<file path="src/rtl/ckb_pkg.sv">
// ckb_pkg: shared types and constants for the PPM colour-key blitter.
// No dependencies; imported by every module of the block.
package ckb_pkg;

    localparam int SCREEN_WIDTH_DEF  = 800;
    localparam int SCREEN_HEIGHT_DEF = 480;

    // Screen coordinates never exceed 1023 in any legal configuration.
    localparam int COORD_W = 10;
    localparam int ADDR_W  = 19;
    localparam int WORD_W  = 16;
    localparam int CFG_IDX_W  = 2;
    localparam int CFG_DATA_W = 16;

    localparam int JOBQ_DEPTH = 4;
    localparam int OUTQ_DEPTH = 2;

    localparam logic [CFG_IDX_W-1:0] REG_ORIGIN_COLUMN = 2'd0;
    localparam logic [CFG_IDX_W-1:0] REG_ORIGIN_ROW    = 2'd1;
    localparam logic [CFG_IDX_W-1:0] REG_FILL_COLOUR   = 2'd2;

    typedef enum logic [1:0] {
        KIND_PIXEL        = 2'd0,
        KIND_FINISHED     = 2'd1,
        KIND_BAD_MAGIC    = 2'd2,
        KIND_BAD_POSITION = 2'd3
    } t_kind;

    typedef struct packed {
        logic [7:0] source_byte;
        logic       last_byte;
    } t_in;

    typedef struct packed {
        t_kind              kind;
        logic [ADDR_W-1:0]  pixel_address;
        logic [WORD_W-1:0]  pixel_word;
        logic               end_of_run;
    } t_out;

    typedef struct packed {
        logic [9:0]        origin_column;
        logic [8:0]        origin_row;
        logic [WORD_W-1:0] fill_colour;
    } t_cfg;

    // Work handed from the parser to the write engine for one request.
    typedef struct packed {
        logic               has_pix;
        logic [COORD_W-1:0] row;
        logic [COORD_W-1:0] col;
        logic [WORD_W-1:0]  word;
        logic               has_tail;
        t_kind              tail_kind;
    } t_job;

endpackage

</file>
<file path="src/rtl/ckb_fifo.sv">
// ckb_fifo: small register queue with full/empty flags.
// Depends on ckb_pkg for default depth.
module ckb_fifo #(
    parameter int WIDTH = 8,
    parameter int DEPTH = ckb_pkg::JOBQ_DEPTH
) (
    input  logic             i_clk,
    input  logic             i_rst_n,
    input  logic             i_push,
    input  logic [WIDTH-1:0] i_wdata,
    output logic             o_full,
    input  logic             i_pop,
    output logic [WIDTH-1:0] o_rdata,
    output logic             o_empty
);
    import ckb_pkg::*;

    localparam int PTR_W = (DEPTH > 1) ? $clog2(DEPTH) : 1;
    localparam int CNT_W = $clog2(DEPTH + 1);

    logic [WIDTH-1:0] r_mem [DEPTH];
    logic [PTR_W-1:0] r_wr_ptr, n_wr_ptr;
    logic [PTR_W-1:0] r_rd_ptr, n_rd_ptr;
    logic [CNT_W-1:0] r_count, n_count;
    logic             push_ok, pop_ok;

    assign o_full  = (r_count == CNT_W'(DEPTH));
    assign o_empty = (r_count == '0);
    assign push_ok = i_push && !o_full;
    assign pop_ok  = i_pop && !o_empty;
    assign o_rdata = r_mem[r_rd_ptr];

    always_comb begin
        n_wr_ptr = r_wr_ptr;
        n_rd_ptr = r_rd_ptr;
        if (push_ok) begin
            n_wr_ptr = (r_wr_ptr == PTR_W'(DEPTH - 1)) ? '0 : r_wr_ptr + 1'b1;
        end
        if (pop_ok) begin
            n_rd_ptr = (r_rd_ptr == PTR_W'(DEPTH - 1)) ? '0 : r_rd_ptr + 1'b1;
        end
        unique case ({push_ok, pop_ok})
            2'b10:   n_count = r_count + 1'b1;
            2'b01:   n_count = r_count - 1'b1;
            default: n_count = r_count;
        endcase
    end

    always_ff @(posedge i_clk) begin
        if (!i_rst_n) begin
            r_wr_ptr <= '0;
            r_rd_ptr <= '0;
            r_count  <= '0;
        end else begin
            r_wr_ptr <= n_wr_ptr;
            r_rd_ptr <= n_rd_ptr;
            r_count  <= n_count;
        end
    end

    always_ff @(posedge i_clk) begin
        if (push_ok) begin
            r_mem[r_wr_ptr] <= i_wdata;
        end
    end

endmodule

</file>
<file path="src/rtl/ckb_front.sv">
// ckb_front: PPM header parser and pixel classifier, one byte per cycle while i_accept is high.
// Depends on ckb_pkg; emits one t_job per byte that causes a result.
module ckb_front #(
    parameter int SCREEN_WIDTH  = ckb_pkg::SCREEN_WIDTH_DEF,
    parameter int SCREEN_HEIGHT = ckb_pkg::SCREEN_HEIGHT_DEF
) (
    input  logic          i_clk,
    input  logic          i_rst_n,
    input  logic          i_accept,
    input  ckb_pkg::t_in  i_in,
    input  ckb_pkg::t_cfg i_cfg,
    output logic          o_job_valid,
    output ckb_pkg::t_job o_job
);
    import ckb_pkg::*;

    typedef enum logic [7:0] {
        PH_MAGIC      = 8'b0000_0001,
        PH_WIDTH      = 8'b0000_0010,
        PH_WIDTH_SEP  = 8'b0000_0100,
        PH_HEIGHT     = 8'b0000_1000,
        PH_HEIGHT_SEP = 8'b0001_0000,
        PH_MAXVAL     = 8'b0010_0000,
        PH_PIXELS     = 8'b0100_0000,
        PH_DRAIN      = 8'b1000_0000
    } t_phase;

    localparam logic [7:0] CH_P = 8'h50;
    localparam logic [7:0] CH_6 = 8'h36;

    t_phase             r_phase, n_phase;
    logic [1:0]         r_cnt, n_cnt;
    logic [COORD_W-1:0] r_width, n_width;
    logic [COORD_W-1:0] r_height, n_height;
    logic [1:0]         r_tpos, n_tpos;
    logic [15:0]        r_held, n_held;
    logic [COORD_W-1:0] r_scol, n_scol;
    logic [COORD_W-1:0] r_srow, n_srow;

    logic [7:0]         b;
    logic               silent;
    logic [COORD_W:0]   col, row;
    logic [COORD_W-1:0] scol_inc;
    logic [7:0]         red, grn;
    t_job               job;

    function automatic logic is_space(input logic [7:0] v);
        return (v == 8'h20) || (v >= 8'h09 && v <= 8'h0D);
    endfunction

    // v*10 + low nibble, wrapped to the coordinate width.
    function automatic logic [COORD_W-1:0] dim_next(input logic [COORD_W-1:0] v,
                                                    input logic [7:0] d);
        logic [COORD_W+2:0] acc;
        acc = {v, 3'b000} + {2'b00, v, 1'b0} + (COORD_W+3)'(d[3:0]);
        return acc[COORD_W-1:0];
    endfunction

    assign b        = i_in.source_byte;
    assign red      = r_held[15:8];
    assign grn      = r_held[7:0];
    assign col      = (COORD_W+1)'(i_cfg.origin_column) + (COORD_W+1)'(r_scol);
    assign row      = (COORD_W+1)'(i_cfg.origin_row) + (COORD_W+1)'(r_srow);
    assign scol_inc = r_scol + 1'b1;

    always_comb begin
        n_phase  = r_phase;
        n_cnt    = r_cnt;
        n_width  = r_width;
        n_height = r_height;
        n_tpos   = r_tpos;
        n_held   = r_held;
        n_scol   = r_scol;
        n_srow   = r_srow;
        silent   = (r_phase == PH_DRAIN);
        job      = '0;
        job.tail_kind = KIND_FINISHED;
        job.row  = row[COORD_W-1:0];
        job.col  = col[COORD_W-1:0];

        unique case (r_phase)
            PH_MAGIC: begin
                if (r_cnt == 2'd0 &&
                    ((COORD_W+1)'(i_cfg.origin_row) > (COORD_W+1)'(SCREEN_HEIGHT) ||
                     (COORD_W+1)'(i_cfg.origin_column) > (COORD_W+1)'(SCREEN_WIDTH))) begin
                    job.has_tail  = 1'b1;
                    job.tail_kind = KIND_BAD_POSITION;
                end else if ((r_cnt == 2'd0 && b != CH_P) ||
                             (r_cnt == 2'd1 && b != CH_6)) begin
                    job.has_tail  = 1'b1;
                    job.tail_kind = KIND_BAD_MAGIC;
                end else if (r_cnt >= 2'd2) begin
                    n_cnt   = 2'd0;
                    n_phase = PH_WIDTH;
                end else begin
                    n_cnt = r_cnt + 1'b1;
                end
                if (job.has_tail) begin
                    n_phase = PH_DRAIN;
                    silent  = 1'b1;
                end
            end
            PH_WIDTH: begin
                if (is_space(b)) begin
                    n_cnt   = 2'd0;
                    n_phase = PH_HEIGHT;
                end else begin
                    n_width = dim_next(r_width, b);
                    if (r_cnt == 2'd2) begin
                        n_cnt   = 2'd0;
                        n_phase = PH_WIDTH_SEP;
                    end else begin
                        n_cnt = r_cnt + 1'b1;
                    end
                end
            end
            PH_WIDTH_SEP: n_phase = PH_HEIGHT;
            PH_HEIGHT: begin
                if (is_space(b)) begin
                    n_cnt   = 2'd0;
                    n_phase = PH_MAXVAL;
                end else begin
                    n_height = dim_next(r_height, b);
                    if (r_cnt == 2'd2) begin
                        n_cnt   = 2'd0;
                        n_phase = PH_HEIGHT_SEP;
                    end else begin
                        n_cnt = r_cnt + 1'b1;
                    end
                end
            end
            PH_HEIGHT_SEP: n_phase = PH_MAXVAL;
            PH_MAXVAL: begin
                if (is_space(b)) begin
                    n_phase = PH_PIXELS;
                end
            end
            PH_PIXELS: begin
                if (r_tpos == 2'd0) begin
                    n_held = {b, 8'h00};
                    n_tpos = 2'd1;
                end else if (r_tpos == 2'd1) begin
                    n_held = {r_held[15:8], b};
                    n_tpos = 2'd2;
                end else begin
                    n_tpos = 2'd0;
                    if (r_srow < r_height && r_scol < r_width) begin
                        if (scol_inc >= r_width) begin
                            n_scol = '0;
                            n_srow = r_srow + 1'b1;
                        end else begin
                            n_scol = scol_inc;
                        end
                        // clip, then drop pure white (colour key)
                        if (col < (COORD_W+1)'(SCREEN_WIDTH) &&
                            row < (COORD_W+1)'(SCREEN_HEIGHT) &&
                            !(red == 8'hFF && grn == 8'hFF && b == 8'hFF)) begin
                            job.has_pix = 1'b1;
                            if (red == 8'h00 && grn == 8'h00 && b == 8'h00) begin
                                job.word = i_cfg.fill_colour;
                            end else begin
                                job.word = {grn[4:2], b[7:3], red[7:3], grn[7:5]};
                            end
                        end
                    end
                end
            end
            PH_DRAIN: ;
            default: n_phase = PH_MAGIC;
        endcase

        if (i_in.last_byte) begin
            if (!silent) begin
                job.has_tail  = 1'b1;
                job.tail_kind = KIND_FINISHED;
            end
            n_phase  = PH_MAGIC;
            n_cnt    = '0;
            n_width  = '0;
            n_height = '0;
            n_tpos   = '0;
            n_held   = '0;
            n_scol   = '0;
            n_srow   = '0;
        end
    end

    assign o_job       = job;
    assign o_job_valid = i_accept && (job.has_pix || job.has_tail);

    always_ff @(posedge i_clk) begin
        if (!i_rst_n) begin
            r_phase  <= PH_MAGIC;
            r_cnt    <= '0;
            r_width  <= '0;
            r_height <= '0;
            r_tpos   <= '0;
            r_held   <= '0;
            r_scol   <= '0;
            r_srow   <= '0;
        end else if (i_accept) begin
            r_phase  <= n_phase;
            r_cnt    <= n_cnt;
            r_width  <= n_width;
            r_height <= n_height;
            r_tpos   <= n_tpos;
            r_held   <= n_held;
            r_scol   <= n_scol;
            r_srow   <= n_srow;
        end
    end

    a_drain_quiet: assert property (@(posedge i_clk) disable iff (!i_rst_n)
        (i_accept && r_phase == PH_DRAIN) |-> !o_job_valid)
        else $error("request issued while draining after an error");
    a_cnt_range: assert property (@(posedge i_clk) disable iff (!i_rst_n)
        r_cnt != 2'd3)
        else $error("header byte count out of range");
    a_error_drains: assert property (@(posedge i_clk) disable iff (!i_rst_n)
        (o_job_valid && job.has_tail && job.tail_kind != KIND_FINISHED &&
         !i_in.last_byte) |=> r_phase == PH_DRAIN)
        else $error("error request did not enter drain");

endmodule

</file>
<file path="src/rtl/ckb_back.sv">
// ckb_back: write engine; turns parser requests into framebuffer results.
// Depends on ckb_pkg; registers row*SCREEN_WIDTH, then adds the column.
module ckb_back #(
    parameter int SCREEN_WIDTH = ckb_pkg::SCREEN_WIDTH_DEF
) (
    input  logic          i_clk,
    input  logic          i_rst_n,
    input  logic          i_job_avail,
    input  ckb_pkg::t_job i_job,
    output logic          o_job_pop,
    input  logic          i_out_full,
    output logic          o_out_push,
    output ckb_pkg::t_out o_out
);
    import ckb_pkg::*;

    localparam int PROD_W = 2 * COORD_W;

    logic              r_a_valid;
    logic              r_a_pix_pend;
    t_job              r_a_job;
    logic [PROD_W-1:0] r_a_prod;

    logic              a_fire, a_done, load;
    logic [PROD_W:0]   addr_sum;
    t_out              res;

    assign a_fire = r_a_valid && !i_out_full;
    assign a_done = a_fire && !(r_a_pix_pend && r_a_job.has_tail);
    assign load   = i_job_avail && (!r_a_valid || a_done);
    assign o_job_pop = load;

    assign addr_sum = (PROD_W+1)'(r_a_prod) + (PROD_W+1)'(r_a_job.col);

    always_comb begin
        res = '0;
        if (r_a_pix_pend) begin
            res.kind          = KIND_PIXEL;
            res.pixel_address = addr_sum[ADDR_W-1:0];
            res.pixel_word    = r_a_job.word;
            res.end_of_run    = !r_a_job.has_tail;
        end else begin
            res.kind          = r_a_job.tail_kind;
            res.end_of_run    = 1'b1;
        end
    end

    assign o_out      = res;
    assign o_out_push = a_fire;

    always_ff @(posedge i_clk) begin
        if (!i_rst_n) begin
            r_a_valid    <= 1'b0;
            r_a_pix_pend <= 1'b0;
        end else if (load) begin
            r_a_valid    <= 1'b1;
            r_a_pix_pend <= i_job.has_pix;
        end else if (a_done) begin
            r_a_valid    <= 1'b0;
            r_a_pix_pend <= 1'b0;
        end else if (a_fire) begin
            r_a_pix_pend <= 1'b0;
        end
    end

    always_ff @(posedge i_clk) begin
        if (load) begin
            r_a_job  <= i_job;
            r_a_prod <= PROD_W'(i_job.row) * PROD_W'(SCREEN_WIDTH);
        end
    end

    a_pend_valid: assert property (@(posedge i_clk) disable iff (!i_rst_n)
        r_a_pix_pend |-> r_a_valid)
        else $error("pixel pending in empty stage");
    a_stage_work: assert property (@(posedge i_clk) disable iff (!i_rst_n)
        r_a_valid |-> (r_a_pix_pend || r_a_job.has_tail))
        else $error("stage holds a request with nothing to write");
    a_mid_is_pixel: assert property (@(posedge i_clk) disable iff (!i_rst_n)
        (o_out_push && !o_out.end_of_run) |-> o_out.kind == KIND_PIXEL)
        else $error("non-final result is not a pixel write");
    a_tail_follows: assert property (@(posedge i_clk) disable iff (!i_rst_n)
        (o_out_push && !o_out.end_of_run) |=> (r_a_valid && !r_a_pix_pend))
        else $error("tail result lost after pixel write");

endmodule

</file>
<file path="src/rtl/ppm_colour_key_blitter_top.sv">
// PPM P6 colour-key blitter: parses the header, clips, keys and writes byte-swapped RGB565.
// Throughput: one source byte per cycle while full is low; a last byte with a pixel gives two results.
// A taken byte's request is registered in the request queue, then in the multiply
// register of the write engine, before its result enters the output queue.
// Reset (synchronous, i_rst_n low): registers to 0, parser to magic, queues empty.
// Depends on ckb_pkg, ckb_front, ckb_fifo, ckb_back.
module ppm_colour_key_blitter_top #(
    parameter int SCREEN_WIDTH  = ckb_pkg::SCREEN_WIDTH_DEF,
    parameter int SCREEN_HEIGHT = ckb_pkg::SCREEN_HEIGHT_DEF
) (
    input  logic                           i_clk,
    input  logic                           i_rst_n,
    // source side
    input  logic                           push,
    output logic                           full,
    input  ckb_pkg::t_in                   i_in,
    // result side
    output logic                           empty,
    input  logic                           pop,
    output ckb_pkg::t_out                  o_out,
    // configuration
    input  logic                           i_cfg_wr_en,
    input  logic [ckb_pkg::CFG_IDX_W-1:0]  i_cfg_index,
    input  logic [ckb_pkg::CFG_DATA_W-1:0] i_cfg_data
);
    import ckb_pkg::*;

    // Configuration registers, used live by the parser.
    t_cfg r_cfg;

    always_ff @(posedge i_clk) begin
        if (!i_rst_n) begin
            r_cfg <= '0;
        end else if (i_cfg_wr_en) begin
            unique case (i_cfg_index)
                REG_ORIGIN_COLUMN: r_cfg.origin_column <= i_cfg_data[9:0];
                REG_ORIGIN_ROW:    r_cfg.origin_row    <= i_cfg_data[8:0];
                REG_FILL_COLOUR:   r_cfg.fill_colour   <= i_cfg_data[WORD_W-1:0];
                default: ;   // unmapped index: ignored
            endcase
        end
    end

    // Front: the parser takes a byte whenever the request queue has room.
    logic accept;
    logic job_push;
    t_job job_in;
    logic jq_full, jq_empty, jq_pop;
    t_job jq_head;

    assign full   = jq_full;
    assign accept = push && !jq_full;

    ckb_front #(
        .SCREEN_WIDTH  (SCREEN_WIDTH),
        .SCREEN_HEIGHT (SCREEN_HEIGHT)
    ) u_front (
        .i_clk       (i_clk),
        .i_rst_n     (i_rst_n),
        .i_accept    (accept),
        .i_in        (i_in),
        .i_cfg       (r_cfg),
        .o_job_valid (job_push),
        .o_job       (job_in)
    );

    // Request queue decouples parsing from the write engine.
    ckb_fifo #(
        .WIDTH ($bits(t_job)),
        .DEPTH (JOBQ_DEPTH)
    ) u_jobq (
        .i_clk   (i_clk),
        .i_rst_n (i_rst_n),
        .i_push  (job_push),
        .i_wdata (job_in),
        .o_full  (jq_full),
        .i_pop   (jq_pop),
        .o_rdata (jq_head),
        .o_empty (jq_empty)
    );

    // Back: one result per cycle into the output queue while it has room.
    logic oq_full, oq_push;
    t_out oq_in;

    ckb_back #(
        .SCREEN_WIDTH (SCREEN_WIDTH)
    ) u_back (
        .i_clk       (i_clk),
        .i_rst_n     (i_rst_n),
        .i_job_avail (!jq_empty),
        .i_job       (jq_head),
        .o_job_pop   (jq_pop),
        .i_out_full  (oq_full),
        .o_out_push  (oq_push),
        .o_out       (oq_in)
    );

    // Output queue lets the engine keep going while a result waits.
    ckb_fifo #(
        .WIDTH ($bits(t_out)),
        .DEPTH (OUTQ_DEPTH)
    ) u_outq (
        .i_clk   (i_clk),
        .i_rst_n (i_rst_n),
        .i_push  (oq_push),
        .i_wdata (oq_in),
        .o_full  (oq_full),
        .i_pop   (pop),
        .o_rdata (o_out),
        .o_empty (empty)
    );

endmodule

</file>
<file path="config.mk">
export PLATFORM = sky130hd
export DESIGN_NAME = ppm_colour_key_blitter_top
export DESIGN_NICKNAME = d
export VERILOG_FILES = /design/src/rtl/ckb_pkg.sv /design/src/rtl/ckb_fifo.sv /design/src/rtl/ckb_front.sv /design/src/rtl/ckb_back.sv /design/src/rtl/ppm_colour_key_blitter_top.sv
export SDC_FILE = /design/constraint.sdc
export NUM_CORES = 1
export LEC_CHECK = 0
export BUFFER_PORTS_ARGS = -buffer_cell sky130_fd_sc_hd__buf_2
export CORE_MARGIN = 1.5
export CORE_UTILIZATION = 56
export DETAILED_ROUTE_END_ITERATION = 6
export GPL_ROUTABILITY_DRIVEN = 0
export PLACE_DENSITY = 0.76
export SETUP_SLACK_MARGIN = 0.3
export SLEW_MARGIN = 25
export SYNTH_ARGS = -nofsm -noshare
export SYNTH_HDL_FRONTEND = slang
export SYNTH_SLANG_ARGS = --single-unit
</file>
<file path="constraint.sdc">
create_clock -name i_clk -period 4.3 [get_ports i_clk]
set_clock_uncertainty 0.15 [all_clocks]
set_input_delay 0 -clock i_clk [delete_from_list [all_inputs] [get_ports i_clk]]
set_output_delay 0 -clock i_clk [all_outputs]
set_load 0.02 [all_outputs]
</file>
==> results of run 1 <==
==> report_power, final <==
group,leakage (nW),switching (mW),internal [mW]
sequential,3.63,0.226,5.04
combinational,3.95,2.30,1.84
clock,0.623,1.48,1.90
total,8.21,4.00,8.78
==> final cells by class <==
| type | count | area, um^2 | share of cell area |
|---|---|---|---|
| Multi-Input combinational cell | 957 | 7936 | 0.3635 |
| Tap cell | 448 | 560.5 | 0.02567 |
| Sequential cell | 398 | 10770 | 0.4933 |
| Timing Repair Buffer | 143 | 1023 | 0.04688 |
| Clock buffer | 55 | 1109 | 0.05078 |
| Clock inverter | 19 | 166.4 | 0.007622 |
| Inverter | 71 | 266.5 | 0.01221 |
==> logic make-up after synthesis <==
group / count (synthesis)
flops: 398
compound gates: 238
simple gates: 406
xor+xnor: 75
fa+ha+maj: 135
buf+inv: 123
mux: 103
==> sequential cells by signal, summed over array words and instances, names as in the netlist, 2 cells and up, named ones only <==
signal	flops
u_front.r_phase	8
u_back.r_a_prod	14
u_front.r_height	10
u_front.r_tpos	2
r_cfg	35
u_front.r_srow	10
u_jobq.r_count	3
u_front.r_held	16
u_back.r_a_job	29
u_jobq.r_wr_ptr	2
u_outq.r_count	2
u_front.r_cnt	2
u_front.r_scol	10
u_outq.r_mem	76
u_front.r_width	10
u_jobq.r_mem	160
u_jobq.r_rd_ptr	2
==> worst max-delay path by stage <==
| stage | end | slack (ns) | cells past startpoint |
|---|---|---|---|
| 4_1_cts | u_back.r_a_prod[18]$_DFFE_PP_ | 0.27 | 14 |
| 6_report | u_back.r_a_prod[18]$_DFFE_PP_ | 0.46 | 13 |
| 2_1_floorplan | u_back.r_a_prod[18]$_DFFE_PP_ | 0.15 | 16 |
| 5_1_grt | u_jobq.r_count[2]$_SDFFE_PN0P_ | 0.28 | 17 |
| 3_3_place_gp | u_back.r_a_prod[18]$_DFFE_PP_ | 0.27 | 14 |
| 3_5_place_dp | u_back.r_a_prod[18]$_DFFE_PP_ | 0.16 | 14 |
==> per-stage QoR <==
step                cells  hold WS [ns]
floorplan            1478     -0.005082
finish               2091       0.09620
detailed placement   1974        0.1175
global route         2091       0.09447
global placement     1973        0.1105
CTS                  2086       0.05661
==> tightest hold or removal path: cells and delay by family <==
family	cells	cell delay, ns
buf+inv	1	0.13
simple gates	2	0.54
compound gates	1	0.06
==> per-layer routing <==
| metal | up-vias | GRT usage | part of all wire |
|---|---|---|---|
| li1 | 5706 | - | - |
| met1 | 5826 | 0.2922 | 0.43 |
| met2 | 296 | 0.3821 | 0.49 |
| met3 | 77 | 0.03182 | 0.047 |
| met4 | 0 | 0.07785 | 0.029 |
| met5 | - | 0 | 0 |
==> timing repair <==
item                                    CTS  global route
hold buffers                             36             0
endpoints found under the setup margin    3             4
setup buffers                             2             5
gates resized for setup                   4            16
hold endpoints to repair                 97             0
pin swaps                                 2             5
==> placed cells by master, fill, tap and decap left out, types with 6 or more instances in the layout <==
| master | Yosys | routed |
|---|---|---|
| o21a_1 | 7 | 7 |
| nand4_1 | 13 | 13 |
| a21boi_0 | 42 | 41 |
| xnor2_1 | 58 | 56 |
| inv_1 | 71 | 70 |
| mux4_2 | 40 | 40 |
| clkbuf_16 | 0 | 41 |
| dfxtp_1 | 119 | 115 |
| and3_1 | 12 | 11 |
| nand2_1 | 88 | 88 |
| buf_4 | 2 | 33 |
| or3_1 | 11 | 11 |
| ha_1 | 122 | 120 |
| mux2i_1 | 25 | 25 |
| nor2b_1 | 85 | 85 |
| o21ai_0 | 33 | 32 |
| buf_2 | 4 | 71 |
| edfxtp_1 | 279 | 279 |
| nand3_1 | 24 | 24 |
| clkbuf_1 | 41 | 11 |
| clkinv_1 | 0 | 7 |
| a21o_1 | 18 | 18 |
| nor3_1 | 20 | 20 |
| mux2_2 | 38 | 38 |
| and2_1 | 43 | 39 |
| a21oi_2 | 1 | 6 |
| a21boi_1 | 7 | 8 |
| nand3b_1 | 10 | 10 |
| o21bai_1 | 6 | 6 |
| nand2b_1 | 8 | 7 |
| xor2_1 | 17 | 17 |
| nor2_1 | 54 | 53 |
| a22oi_1 | 25 | 25 |
| fa_1 | 13 | 13 |
| nor4_1 | 11 | 11 |
| dlygate4sd3_1 | 0 | 36 |
| a21oi_1 | 60 | 55 |
==> metrics.md, run 1 <==
| Metric | Value |
|---|---|
| Adder and majority gate portion of the synthesized area | 0.09355 |
| Crit. End Element | register |
| # IOs | 72 |
| Startpoint Class | register |
| Initial core utilization | 0.5696 |
| Commonest cells post-synth | edfxtp_1 (279), ha_1 (122), dfxtp_1 (119) |
| Share of cells above drive strength 1 | 0.1716 |
| Antenna violations before repair | 0 |
| WL/cell | 18.70 um |
| Crit path max-delay family | adder cells |
| Pre-Repair DR Iteration Count | 5 |
| Total CTS buffers | 40 |
| Area grow syn2layout | 14.31% |
| Status | complete, no violations |
| Area leader, netlist | edfxtp_1 |
| Cell Area, Synth | 19100 um^2 |
| Hold Path Stages | 4 |
| CP Data Required Time | 4.43 ns |
| Post-synth top flop | edfxtp_1 |
| Diode count | 0 |
| CP max FO | 7 |
| Core Area | 33530 um^2 |
| Pwr/cell area | 585.6 nW/um^2 |
| Critical Path AT | 3.97 ns |
| VDD IR max | 0.0004091 V |
| Top-area cell type share of the netlist area | 0.4387 |
| First-iteration detailed-routing DRC count | 862 |
| H-Tree Depth | 2 |
| Die W | 187.7 um |
| Syn nets | 1645 |
| Setup violators final | 0 |
| Slowest stage cell on the critical path | mux4_2 |
| Fill cells | 2426 |
| Clk slew on worst S/H paths | 0.06 ns |
| CTS tree | done |
| Hold Path Origin | i_cfg_wr_en |
| GRT Residual Overflow | 0 |
| Tmin final | 3.841 ns |
| Die Y | 187.7 um |
| Post-synth EDFFs | 279 |
| Final Hold Fails | 0 |
| RSZ-0062 raised after global routing | no |
| PortBufs | 71 |
| Largest net degree at the start of global routing | 52 |
| Cells after Synth | 1478 |
| Post-synth cell types | 72 |
| Row cnt | 67 |
| Clock sinks | 398 |
| Max cap viols | 0 |
| Vias in the first global route | 11890 |
| Yosys warnings | 0 |
| Setup WS pre-CTS | 0.1649 ns |
| DP Area | 20070 um^2 |
| Crit path buffers/inverters | 0 |
| Critical R2R Capture | u_back.r_a_prod[18]$_DFFE_PP_ |
| # DRC | 0 |
| FF+latch count, synth | 398 |
| Synthesized area per cell | 12.92 um^2 |
| Post-synthesis mux area share | 0.08268 |
| Largest family of logic cells by synthesized area | simple AND/OR/NAND/NOR gates |
| Hold Path End | r_cfg[7]$_SDFFE_PN0P_ |
| Antenna Violating Nets Remaining | 0 |
| Tot GR Track Use | 0.2233 |
| Clock Tree Root | clkbuf_16 |
| Crit path cell chain | mux4_2 -> ha_1 -> ha_1 -> ha_1 -> ha_1 -> a21o_1 -> a21oi_2 -> o21bai_1 -> a21oi_2 -> o21ai_2 -> a21o_1 -> a21oi_2 -> xnor2_1 |
| Count leader, synth | edfxtp_1 |
| Period utilization | 0.8934 |
| Top cells by area in the synthesized netlist | edfxtp_1 (44%), dfxtp_1 (12%), ha_1 (8.0%) |
| Total power | 12.78 mW |
| Fin worst setup slack | 0.4586 ns |
| Min-delay worst type | in -> reg |
| Compound-gate portion of the synthesized area | 0.08405 |
| Simple-Gate Fraction of Synth Area | 0.1163 |
| Peak Freq | 260.3 MHz |
| P_leak | 8.208 nW |
| Post-DP HPWL | 26670 um |
| Reg2reg setup slack | 0.46 ns |
| Setup TNS Final | 0 ns |
| Rel. slew slack | 0.4092 |
| Final nets | 1778 |
| Synth async-reset ratio | 0 |
| Kind of critical path | reg -> reg |
| Max Transition Viols Final | 0 |
| XOR/XNOR Fraction of Synth Area | 0.03439 |
| Die area | 35220 um^2 |
| First-pass GRT wire length | 62790 um |
| Clk buf depth | 3 |
| Worst Tran Pin Value | 0.8862 ns |
| Vias | 11910 |
| Final core area utilization | 0.6511 |
| CP dominant cell by count | ha_1 |
| Post-Route WL | 39090 um |
| DR vias/cell | 5.693 |
| Skew-Pair Late Insertion Delay | 0.54 ns |
| Design area | 21830 um^2 |
| Cells on worst reg2reg path | 13 |
| Seq/Total Area, Yosys | 0.5634 |
| Largest stage delay, worst path | 0.56 ns |
No activity file was read; power rests on OpenSTA's default activity.
==> inputs of run 2 (changes only) <==
--- a/config.mk
+++ b/config.mk
@@ -7,10 +7,10 @@
 export LEC_CHECK = 0
 export BUFFER_PORTS_ARGS = -buffer_cell sky130_fd_sc_hd__buf_2
 export CORE_MARGIN = 1.5
-export CORE_UTILIZATION = 56
+export CORE_UTILIZATION = 60
 export DETAILED_ROUTE_END_ITERATION = 6
 export GPL_ROUTABILITY_DRIVEN = 0
-export PLACE_DENSITY = 0.76
+export PLACE_DENSITY = 0.78
 export SETUP_SLACK_MARGIN = 0.3
 export SLEW_MARGIN = 25
 export SYNTH_ARGS = -nofsm -noshare
==> constraint.sdc (replaced) <==
create_clock -name i_clk -period 4.2 [get_ports i_clk]
set_clock_uncertainty 0.15 [all_clocks]
set_input_delay 0 -clock i_clk [delete_from_list [all_inputs] [get_ports i_clk]]
set_output_delay 0 -clock i_clk [all_outputs]
set_load 0.02 [all_outputs]
==> run 2 against run 1 <==
- clock-buffer cell count up 5
- power up 8.6%
- cell count down 2.4%
- largest power group unchanged
- sequential cell count unchanged
- combinational power up 17%
==> metrics.md, run 2 (synthesis results as in run 1) <==
| Metric | Value |
|---|---|
| Share of cells above drive strength 1 | 0.1952 (+0.02360) |
| Multi-input gate area | 8125 um^2 (+2.4%) |
| Die W | 181.4 um (-3.3%) |
| Largest net degree at the start of global routing | 52 (unchanged) |
| Setup TNS Final | 0 ns (unchanged) |
| PortBufs | 71 (unchanged) |
| P_leak | 8.273 nW (+0.79%) |
| Slowest stage cell on the critical path | mux4_2 |
| Diode count | 0 (unchanged) |
| Crit path max-delay family | adder cells |
| Clock Tree Root | clkbuf_16 |
| CP max FO | 7 (unchanged) |
| Min-delay worst type | in -> reg |
| Final Hold Fails | 0 (unchanged) |
| Total power | 13.89 mW (+8.6%) |
| Rel. slew slack | 0.3917 (-0.01750) |
| VDD IR max | 0.0005891 V (+44%) |
| Finished Layout Cells | 2041 (-2.4%) |
| Period utilization | 0.9234 (+0.03008) |
| Largest stage delay, worst path | 0.54 ns (-0.02 ns) |
| Setup WS pre-CTS | 0.08669 ns (-0.07817 ns) |
| Skew-Pair Late Insertion Delay | 0.54 ns (about the same) |
| CTS tree | done |
| Largest Register | u_jobq.r_mem |
| DR top layer | met4 |
| Final nets | 1773 (-0.28%) |
| Clk slew on worst S/H paths | 0.06 ns (about the same) |
| Vias in the first global route | 12210 (+2.7%) |
| Core Area | 31470 um^2 (-6.1%) |
| Startpoint Class | register |
| Total CTS buffers | 41 (+2.5%) |
| Pre-Repair DR Iteration Count | 5 (unchanged) |
| H-Tree Depth | 2 (unchanged) |
| Post-placement cell count | 1925 (-2.5%) |
| Tot GR Track Use | 0.2445 (+0.02121) |
| Peak Freq | 257.8 MHz (-0.95%) |
| # DRC | 0 (unchanged) |
| Max cap viols | 0 (unchanged) |
| Most frequent cells in the layout | edfxtp_1 (279), dfxtp_1 (114), ha_1 (110) |
| Setup violators final | 0 (unchanged) |
| Final core area utilization | 0.7006 (+0.04949) |
| Antenna violations before repair | 0 (unchanged) |
| Die area | 32910 um^2 (-6.6%) |
| Clk buf depth | 3 (unchanged) |
| DR vias/cell | 5.936 (+4.3%) |
| Crit path buffers/inverters | 4 (+4) |
| Top flop regs | u_jobq.r_mem x160, u_outq.r_mem x76, r_cfg x35 |
| WL/cell | 19.94 um (+6.6%) |
| Crit path cell chain | mux4_2 -> buf_4 -> ha_1 -> ha_1 -> inv_1 -> fa_1 -> inv_2 -> ha_4 -> inv_2 -> nor2_2 -> nor2_2 -> o21bai_1 -> a21oi_2 -> o21bai_1 -> a21oi_1 -> xnor2_1 |
| Met3 WL | 2084 um (+12%) |
| Die Y | 181.4 um (-3.3%) |
| Status | complete, no violations |
| CP Data Required Time | 4.34 ns (-0.09 ns) |
| Vias | 12120 (+1.8%) |
| First-pass GRT wire length | 63520 um (+1.2%) |
| Antenna Violating Nets Remaining | 0 (unchanged) |
| Kind of critical path | reg -> reg |
| Post-DP HPWL | 26410 um (-0.98%) |
| Max Transition Viols Final | 0 (unchanged) |
| DP Area | 20020 um^2 (-0.22%) |
| Worst Tran Pin Value | 0.9125 ns (+0.02625 ns) |
| Commonest non-fill, non-tap cell in the layout | edfxtp_1 |
| Max reg flops | 160 (unchanged) |
| Pwr/cell area | 629.8 nW/um^2 (+7.6%) |
| Area grow syn2layout | 15.45% |
| Design area | 22050 um^2 (+1.0%) |
| First-iteration detailed-routing DRC count | 872 (+1.2%) |
| Critical Path AT | 4.01 ns (+0.04 ns) |
| Fill cells | 2063 (-15%) |
| # IOs | 72 (unchanged) |
| Register area | 10770 um^2 (about the same) |
| Row cnt | 65 (-3.0%) |
| Tmin final | 3.878 ns (+0.03700 ns) |
| Clock sinks | 398 (unchanged) |
| Fin worst setup slack | 0.3216 ns (-0.1370 ns) |
| RSZ-0062 raised after global routing | no |
| Met1 wire length | 17000 um (+0.81%) |
| Initial core utilization | 0.6068 (+0.03725) |
| GRT Residual Overflow | 0 (unchanged) |
| Crit. End Element | register |
| Hold_ws | 0.06301 ns (-0.03319 ns) |
| Met2 Routed Length | 20210 um (+5.0%) |
| Post-Route WL | 40700 um (+4.1%) |
run 2: cell count changes in the layout (fill, tap and decap cells not counted), sizes merged:
cell / delta
clkinv: +1
clkinvlp: +1
inv: -5
clkbuf: +5
dlygate4sd3: -6
run 2: path summary, 6_finish.rpt:
kind,from,end,slack (ns),cells past startpoint
hold / removal,i_cfg_wr_en,r_cfg[12]$_SDFFE_PN0P_,0.06,4
setup reg to reg,register,u_back.r_a_prod[17]$_DFFE_PP_,0.32,16
hold reg to reg,r_cfg[8]$_SDFFE_PN0P_,r_cfg[8]$_SDFFE_PN0P_,0.32,2
setup / recovery,register,u_back.r_a_prod[17]$_DFFE_PP_,0.32,16
run 2: final cells by class:
class                   instances  area share
inverters                      71     0.01209
flip-flops and latches        398      0.4885
well taps                     402     0.02281
clock buffers                  60     0.05663
repair buffers                137     0.04534
clock inverters                16    0.006128
multi-input cells             957      0.3685
run 2: where the power goes:
group          switching (mW)  leakage, nW  internal, mW  total (mW)
logic                    2.67         3.95          2.17        4.84
registers               0.240         3.63          5.16        5.41
clock network            1.50        0.690          2.14        3.64
total                    4.41         8.27          9.48        13.9
run 2: repair_timing:
| action | in CTS | in global routing |
|---|---|---|
| hold buffers | 30 | 0 |
| pin swaps | 5 | 20 |
| endpoints found under the hold margin | 108 | 0 |
| setup endpoints to repair | 5 | 4 |
| setup buffers | 3 | 7 |
| resized for setup | 13 | 39 |
run 2: per-layer routing:
| layer | GRT usage | vias to the layer above |
|---|---|---|
| met4 | 0.09700 | 0 |
| met2 | 0.4180 | 347 |
| li1 | - | 5701 |
| met5 | 0 | - |
| met1 | 0.3125 | 5960 |
| met3 | 0.04091 | 108 |
run 2: worst min-delay path, stage by stage:
cell and delay [ns]:
buf_2 0.12, and3b_1 0.37, nand2_1 0.14, a21boi_0 0.06
